[config.mk]
export PLATFORM = sky130hd
export DESIGN_NAME = associative_key_value_table_core_flat
export DESIGN_NICKNAME = d
export VERILOG_FILES = /design/src/rtl/core/kvt_pkg.sv /design/src/rtl/core/kvt_if.sv /design/src/rtl/core/kvt_cell.sv /design/src/rtl/core/associative_key_value_table_core.sv /design/src/flat_wrapper.sv
export SDC_FILE = /design/constraint.sdc
export NUM_CORES = 2
export LEC_CHECK = 0
export BUFFER_PORTS_ARGS = -buffer_cell sky130_fd_sc_hd__buf_2
export CAP_MARGIN = 10
export CORE_MARGIN = 2
export CORE_UTILIZATION = 41
export CTS_BUF_LIST = sky130_fd_sc_hd__clkbuf_4
export DETAILED_ROUTE_END_ITERATION = 8
export PLACE_DENSITY = 0.7
export SLEW_MARGIN = 20
export SYNTH_ARGS = -nofsm -noshare
export SYNTH_HDL_FRONTEND = slang
export SYNTH_SLANG_ARGS = --single-unit
[constraint.sdc]
create_clock -name clk -period 3.1 [get_ports clk]
set_input_delay 0.155 -clock clk [delete_from_list [all_inputs] [get_ports clk]]
set_output_delay 0.155 -clock clk [all_outputs]
set_load 0.05 [all_outputs]
[src/rtl/core/kvt_pkg.sv]
// ----------------------------------------------------------------------------
// kvt_pkg - shared definitions for the associative key/value table
// Table geometry, command codes and the structs that pass between the cells.
// ----------------------------------------------------------------------------
package kvt_pkg;

  // Table geometry
  localparam int ENTRIES    = 16;
  localparam int KEY_BITS   = 16;
  localparam int VALUE_BITS = 32;
  localparam int IDX_BITS   = (ENTRIES > 1) ? $clog2(ENTRIES) : 1;

  // Port field widths
  localparam int CMD_W   = 2;
  localparam int KEY_W   = 16;
  localparam int VALUE_W = 32;
  localparam int SLOT_W  = 4;

  // Command codes
  localparam logic [CMD_W-1:0] CMD_SET    = 2'd0;
  localparam logic [CMD_W-1:0] CMD_ERASE  = 2'd1;
  localparam logic [CMD_W-1:0] CMD_LOOKUP = 2'd2;

  // Search token handed from cell to cell
  typedef struct packed {
    logic                  active;
    logic                  match;
    logic [IDX_BITS-1:0]   match_idx;
    logic [VALUE_BITS-1:0] match_val;
    logic                  free;
    logic [IDX_BITS-1:0]   free_idx;
  } probe_t;

  // Update broadcast to all cells at the end of a search
  typedef struct packed {
    logic                  en;
    logic [IDX_BITS-1:0]   idx;
    logic                  load_key;
    logic                  load_value;
    logic                  set_valid;
    logic                  clear_valid;
    logic [KEY_BITS-1:0]   key;
    logic [VALUE_BITS-1:0] value;
  } upd_t;

endpackage

[src/rtl/core/kvt_if.sv]
// ----------------------------------------------------------------------------
// kvt_if - valid/ready channels of the key/value table
// Command channel (command, key, value) and response channel.
// ----------------------------------------------------------------------------
interface kvt_cmd_if;
  import kvt_pkg::*;

  logic               valid;
  logic               ready;
  logic [CMD_W-1:0]   command;
  logic [KEY_W-1:0]   key;
  logic [VALUE_W-1:0] value;

  modport source (output valid, command, key, value, input ready);
  modport sink   (input valid, command, key, value, output ready);
endinterface

interface kvt_rsp_if;
  import kvt_pkg::*;

  logic               valid;
  logic               ready;
  logic               hit;
  logic [VALUE_W-1:0] read_value;
  logic               table_full;
  logic [SLOT_W-1:0]  slot;

  modport source (output valid, hit, read_value, table_full, slot, input ready);
  modport sink   (input valid, hit, read_value, table_full, slot, output ready);
endinterface

[src/rtl/core/kvt_cell.sv]
// ----------------------------------------------------------------------------
// kvt_cell - one table entry
// Holds key, value and valid mark. Compares the search key against its entry,
// merges the outcome into the passing token and registers it for the next cell.
// ----------------------------------------------------------------------------
module kvt_cell
  import kvt_pkg::*;
(
  input  logic                  clk,
  input  logic                  rst,
  input  logic [IDX_BITS-1:0]   cell_index,
  input  logic                  advance,
  input  logic [KEY_BITS-1:0]   search_key,
  input  probe_t                probe_in,
  output probe_t                probe_out,
  input  upd_t                  upd
);

  logic [KEY_BITS-1:0]   entry_key;
  logic [VALUE_BITS-1:0] entry_value;
  logic                  entry_valid;
  probe_t                probe_next;
  logic                  upd_hit;

  assign upd_hit = upd.en && (upd.idx == cell_index);

  // Token merge: first valid match and first free entry win
  always_comb begin
    probe_next = probe_in;
    if (probe_in.active) begin
      if (!probe_in.match && entry_valid && (entry_key == search_key)) begin
        probe_next.match     = 1'b1;
        probe_next.match_idx = cell_index;
        probe_next.match_val = entry_value;
      end
      if (!probe_in.free && !entry_valid) begin
        probe_next.free     = 1'b1;
        probe_next.free_idx = cell_index;
      end
    end
  end

  // Token register toward the next cell
  always_ff @(posedge clk) begin
    if (rst) begin
      probe_out <= '0;
    end else if (advance) begin
      probe_out <= probe_next;
    end
  end

  // Valid mark
  always_ff @(posedge clk) begin
    if (rst) begin
      entry_valid <= 1'b0;
    end else if (upd_hit) begin
      if (upd.set_valid) begin
        entry_valid <= 1'b1;
      end else if (upd.clear_valid) begin
        entry_valid <= 1'b0;
      end
    end
  end

  // Entry payload, no reset
  always_ff @(posedge clk) begin
    if (upd_hit && upd.load_key) begin
      entry_key <= upd.key;
    end
    if (upd_hit && upd.load_value) begin
      entry_value <= upd.value;
    end
  end

endmodule

[src/rtl/core/associative_key_value_table_core.sv]
// ----------------------------------------------------------------------------
// associative_key_value_table_core - fully associative key/value table
// Each command word (set, erase, lookup, or the unused code) returns one response
// word with hit, the old value on a hit, a full flag for a dropped set, and the
// entry index. Between one acceptance and the next, after capture, a search
// token walks the row of entry cells one cell per cycle, and the update plus
// response register load happen in the cycle it leaves the last cell. One
// command is in flight at a time; the response register lets the next command
// in while a response waits. The valid marks clear on reset, so the table is
// usable at once.
// ----------------------------------------------------------------------------
module associative_key_value_table_core
  import kvt_pkg::*;
(
  input  logic   clk,
  input  logic   rst,
  kvt_cmd_if.sink   cmd,
  kvt_rsp_if.source rsp
);

  logic                  busy;
  logic                  launch;
  logic [CMD_W-1:0]      cmd_q;
  logic [KEY_BITS-1:0]   key_q;
  logic [VALUE_BITS-1:0] val_q;

  probe_t                head;
  probe_t                chain [ENTRIES];
  probe_t                tail;
  upd_t                  upd;
  logic                  accept;
  logic                  finish;
  logic                  advance;

  logic                  rsp_valid;
  logic                  rsp_hit;
  logic [VALUE_W-1:0]    rsp_value;
  logic                  rsp_full;
  logic [SLOT_W-1:0]     rsp_slot;

  logic                  hit_next;
  logic [VALUE_W-1:0]    value_next;
  logic                  full_next;
  logic [SLOT_W-1:0]     slot_next;

  assign cmd.ready = !busy;
  assign accept    = cmd.valid && !busy;

  assign tail    = chain[ENTRIES-1];
  assign finish  = tail.active && (!rsp_valid || rsp.ready);
  assign advance = !(tail.active && !finish);

  // Token entering the first cell
  always_comb begin
    head        = '0;
    head.active = launch;
  end

  // Command capture and sequencing
  always_ff @(posedge clk) begin
    if (rst) begin
      busy   <= 1'b0;
      launch <= 1'b0;
    end else begin
      launch <= accept;
      if (accept) begin
        busy <= 1'b1;
      end else if (finish) begin
        busy <= 1'b0;
      end
    end
  end

  always_ff @(posedge clk) begin
    if (accept) begin
      cmd_q <= cmd.command;
      key_q <= KEY_BITS'(cmd.key);
      val_q <= VALUE_BITS'(cmd.value);
    end
  end

  // Row of entry cells
  for (genvar i = 0; i < ENTRIES; i++) begin : g_cell
    kvt_cell u_cell (
      .clk        (clk),
      .rst        (rst),
      .cell_index (IDX_BITS'(i)),
      .advance    (advance),
      .search_key (key_q),
      .probe_in   ((i == 0) ? head : chain[(i == 0) ? 0 : i - 1]),
      .probe_out  (chain[i]),
      .upd        (upd)
    );
  end

  // Decision once the token has seen every entry
  always_comb begin
    upd        = '0;
    upd.key    = key_q;
    upd.value  = val_q;
    hit_next   = 1'b0;
    value_next = '0;
    full_next  = 1'b0;
    slot_next  = '0;
    if (cmd_q == CMD_SET || cmd_q == CMD_ERASE || cmd_q == CMD_LOOKUP) begin
      if (tail.match) begin
        hit_next   = 1'b1;
        value_next = VALUE_W'(tail.match_val);
        slot_next  = SLOT_W'(tail.match_idx);
        upd.idx    = tail.match_idx;
        unique case (cmd_q)
          CMD_SET: begin
            upd.en         = finish;
            upd.load_value = 1'b1;
          end
          CMD_ERASE: begin
            upd.en          = finish;
            upd.clear_valid = 1'b1;
          end
          default: begin
            upd.en = 1'b0;
          end
        endcase
      end else if (cmd_q == CMD_SET) begin
        if (tail.free) begin
          slot_next      = SLOT_W'(tail.free_idx);
          upd.en         = finish;
          upd.idx        = tail.free_idx;
          upd.load_key   = 1'b1;
          upd.load_value = 1'b1;
          upd.set_valid  = 1'b1;
        end else begin
          full_next = 1'b1;
        end
      end
    end
  end

  // Response register
  always_ff @(posedge clk) begin
    if (rst) begin
      rsp_valid <= 1'b0;
    end else if (finish) begin
      rsp_valid <= 1'b1;
    end else if (rsp.ready) begin
      rsp_valid <= 1'b0;
    end
  end

  always_ff @(posedge clk) begin
    if (finish) begin
      rsp_hit   <= hit_next;
      rsp_value <= value_next;
      rsp_full  <= full_next;
      rsp_slot  <= slot_next;
    end
  end

  assign rsp.valid      = rsp_valid;
  assign rsp.hit        = rsp_hit;
  assign rsp.read_value = rsp_value;
  assign rsp.table_full = rsp_full;
  assign rsp.slot       = rsp_slot;

endmodule

[src/flat_wrapper.sv]
// flat-port wrapper written by rule: the top's interface ports become plain ports
module associative_key_value_table_core_flat import kvt_pkg::*;
  (clk, rst, cmd_valid, cmd_command, cmd_key, cmd_value, cmd_ready, rsp_valid, rsp_hit, rsp_read_value, rsp_table_full, rsp_slot, rsp_ready);
  kvt_cmd_if cmd_i ();
  kvt_rsp_if rsp_i ();
  input  logic clk;
  input  logic rst;
  input wire logic [$bits(cmd_i.valid)-1:0] cmd_valid;
  input wire logic [$bits(cmd_i.command)-1:0] cmd_command;
  input wire logic [$bits(cmd_i.key)-1:0] cmd_key;
  input wire logic [$bits(cmd_i.value)-1:0] cmd_value;
  output wire logic [$bits(cmd_i.ready)-1:0] cmd_ready;
  output wire logic [$bits(rsp_i.valid)-1:0] rsp_valid;
  output wire logic [$bits(rsp_i.hit)-1:0] rsp_hit;
  output wire logic [$bits(rsp_i.read_value)-1:0] rsp_read_value;
  output wire logic [$bits(rsp_i.table_full)-1:0] rsp_table_full;
  output wire logic [$bits(rsp_i.slot)-1:0] rsp_slot;
  input wire logic [$bits(rsp_i.ready)-1:0] rsp_ready;
  assign cmd_i.valid = cmd_valid;
  assign cmd_i.command = cmd_command;
  assign cmd_i.key = cmd_key;
  assign cmd_i.value = cmd_value;
  assign cmd_ready = cmd_i.ready;
  assign rsp_valid = rsp_i.valid;
  assign rsp_hit = rsp_i.hit;
  assign rsp_read_value = rsp_i.read_value;
  assign rsp_table_full = rsp_i.table_full;
  assign rsp_slot = rsp_i.slot;
  assign rsp_i.ready = rsp_ready;
  associative_key_value_table_core u_core (.clk(clk), .rst(rst), .cmd(cmd_i), .rsp(rsp_i));
endmodule
==> run summary <==
Status -> complete, no violations
Core area -> 156400 µm²
Worst path required time -> 3.98 ns
Vias -> 50228
Gr usage total -> 0.2141
Final setup fails -> 0
Vias in the first global route -> 48073
Setup CP Type -> reg2reg
Post-route DRC -> 0
CP Launch Type -> register
Max-cap viol count -> 0
Starting Density -> 0.4128
Reg power frac -> 0.541
Layout cell share with drive strength beyond 1 -> 0.1482
Crit. Startpoint -> u_core.cmd_q[0]$_DFFE_PP_
Syn Inst Count -> 6041
Port buffer count -> 93
Hold Path Class -> in2reg
DR WL/cell -> 20.60 µm
CTS Buf Count -> 395
Antenna violations before repair -> 10
Routed WL -> 177.8 mm
Tmin final -> 2.941 ns
Clock tree sinks -> 1533
Critical path's largest stage delay -> 0.83 ns
Finished Layout Cells -> 8631
Arrival @ worst endpoint -> 3.82 ns
Post-synth cell types -> 48
Post-CTS Setup Inserts -> 0
Dpl cell area -> 67380 µm²
Hold Slack -> 0.1304 ns
Ys flop type -> edfxtp_1
Max Fclk -> 0.3400 GHz
Layout area overhead -> 14.03%
EDFF count, synth -> 856
Worst-skew pair later-pin latency -> 1.36 ns
CTS tree -> done
Clk network pwr share -> 0.429
Async S/R FF share, synth -> 0
Placed insts -> 7808
Yosys reg bits -> 1533
Post-synthesis sequential area ratio -> 0.6081
Grt total ovfl -> 0
Reg2reg start -> u_core.cmd_q[0]$_DFFE_PP_
Clock Tree Buf Depth -> 4
IR Drop Worst-Case VDD -> 0.4109 mV
Synthesized area per cell -> 10.69 µm²
Die Width -> 400.8 µm
CP cell instances -> a21boi_4 -> a22oi_2 -> inv_2 -> or3_1 -> nor2_4
Crit share post-route -> 0.9487
Initial DRT Pass Iterations -> 6
Syn. warnings -> 0
Core Util, Final -> 0.4708
Final HPWL DP -> 102.4 mm
Placer congestion estimate -> 0.8249
Root Buffer -> clkbuf_4
Leak Pwr -> 0.02582 µW
Synth Cell Area -> 64560 µm²
Sw frac -> 0.2261
Final instance area -> 73620 µm²
DIE AREA -> 160700 µm²
First-pass GRT wire length -> 275.3 mm
ANT nets after route -> 0
Fin. max-slew vios -> 0
Number of H-tree levels -> 5
Syn_nets -> 6095
Hold path startpoint -> cmd_value[0]
Relative slew margins -> 0.1879
Final hold vios -> 0
Crit Path Max Fanout -> 32
Tightest Pin Transition -> 1.218 ns
Vias per cell -> 5.819
Int Power -> 30830 µW
Tot Pwr -> 39840 µW
NetSw -> 9005 µW
Slowest-stage cell, CP -> nor2_4
Crit. End Element -> register
RSZ-0062 raised after global routing -> false
Die span in y -> 400.8 µm
I/O pin count -> 94
Post_cts resized -> 0
Power Density -> 541.1 nW/µm²
Hold path depth -> 3
Reg2Reg Depth -> 5
Skew final -> 0.1481 ns
Core Rows -> 145
Pin count of the biggest net entering global routing -> 156
Gate power share -> 0.029
DR iter-0 viols -> 5754
Fin nets -> 6330
CTS clk-pin slew, worst paths -> 0.07 ns
==> final timing paths <==
| kind | slack, ns | end |
|---|---|---|
| worst min register to register | 0.46 | u_core.g_cell[5].u_cell.probe_out[42]$_SDFFE_PP0N_ |
| worst max-delay path | 0.16 | u_core.g_cell[0].u_cell.entry_value[27]$_DFFE_PP_ |
| worst max register to register | 0.16 | u_core.g_cell[0].u_cell.entry_value[27]$_DFFE_PP_ |
| worst min-delay path | 0.13 | u_core.val_q[0]$_DFFE_PP_ |
==> layer usage <==
layer	track usage	routed length, µm
met1	0.3058	77400
met2	0.3254	80250
met3	0.04227	16320
met4	0.07064	3814
met5	0	50
==> cells by family after synthesis <==
group / after synthesis / synth area share
flops: 1533 / 0.6081
xor+xnor: 256 / 0.03473
compound gates: 750 / 0.08308
buf+inv: 617 / 0.04407
simple gates: 2885 / 0.2301
==> registers in the layout, indices dropped and copies added, names as in the netlist <==
name	flops
u_core.g_cell.u_cell.probe_out	658
u_core.launch	1
u_core.busy	1
u_core.rsp.hit	1
u_core.g_cell.u_cell.entry_value	512
u_core.key_q	16
u_core.g_cell.u_cell.entry_key	256
u_core.rsp.slot	4
u_core.g_cell.u_cell.entry_valid	16
u_core.rsp.read_value	32
u_core.rsp.valid	1
u_core.val_q	32
u_core.rsp.table_full	1
u_core.cmd_q	2
==> per-stage QoR <==
stage / worst slack, ns / TNS (ns)
after floorplan: -0.3222 / -111.91
after global placement: 0.1522 / 0
after detailed placement: 0.09857 / 0
after CTS: 0.09848 / 0
after global routing: 0.002889 / 0
final: 0.1590 / 0
==> cell usage after synthesis, types with 13 or more instances <==
| library cell | instances | area share |
|---|---|---|
| nor2_1 | 1069 | 0.062 |
| nor3_1 | 982 | 0.076 |
| edfxtp_1 | 856 | 0.40 |
| dfxtp_1 | 677 | 0.21 |
| o31ai_1 | 480 | 0.056 |
| nor4b_1 | 384 | 0.052 |
| clkbuf_1 | 343 | 0.020 |
| buf_2 | 165 | 0.013 |
| xnor2_1 | 147 | 0.020 |
| nor4_1 | 120 | 0.012 |
| nand2_1 | 117 | 0.0068 |
| xor2_1 | 109 | 0.015 |
| o21ai_0 | 94 | 0.0073 |
| nand3_1 | 66 | 0.0051 |
| a21oi_1 | 65 | 0.0050 |
| and2_1 | 51 | 0.0049 |
| buf_4 | 44 | 0.0051 |
| inv_1 | 38 | 0.0022 |
| nand4_1 | 26 | 0.0025 |
| o221a_2 | 26 | 0.0045 |
| a211oi_1 | 24 | 0.0028 |
| buf_6 | 21 | 0.0037 |
| a22oi_1 | 18 | 0.0021 |
| nand2b_1 | 13 | 0.0013 |
==> timing repair <==
action,in CTS,in global routing
hold endpoints to repair,778,0
setup endpoints to repair,0,5
hold buffers,127,0
==> power by group through the flow <==
stage	combinational, µW	clock [µW]	sequential, µW
2_1_floorplan	565	0	22000
3_3_place_gp	995	0	22000
3_5_place_dp	1020	0	22000
4_1_cts	1140	17500	21600
5_1_grt	1250	18500	21600
6_report	1170	17100	21600
==> cell usage in the layout (no fill, tap or decap), types with 6 or more instances in the layout <==
cell type      count
a22oi_1           18
nand3_1           66
buf_4            126
a21oi_1           65
nor2b_1            6
xnor2_1          147
nor2_4             8
and4b_1           12
clkinv_2           6
nand4_1           26
nand2_1          117
a211oi_1          24
nor4b_1          384
dfxtp_1          677
xor2_1           109
diode_2            7
a311oi_1           9
o31ai_1          480
nor2_2             9
buf_2             92
nor3_1           981
and2_1            50
clkinv_1          73
o221a_2           26
buf_12            68
nor3_4            11
edfxtp_1         856
nor2_1          1053
inv_1             37
and3_1            10
nand2b_1          13
o21ai_0           94
nor4_1           120
clkbuf_4         600
a32o_1            10
o21ai_1           12
dlygate4sd3_1    126
==> critical path, delay by kind of cell, from the launching register on <==
| kind | cells | cell delay, ns |
|---|---|---|
| simple gates | 2 | 1.38 |
| flops | 1 | 0.51 |
| compound gates | 2 | 0.49 |
| buf+inv | 1 | 0.12 |
==> layout make-up <==
class	instances	area (µm²)
Fill cell	14080	82760
Sequential cell	1533	39260
Multi-Input combinational cell	3891	22630
Clock buffer	600	4504
Timing Repair Buffer	415	4083
Tap cell	2058	2575
Clock inverter	87	402.9
Inverter	40	152.6
Antenna cell	7	17.52
No activity file was read; power rests on OpenSTA's default activity.
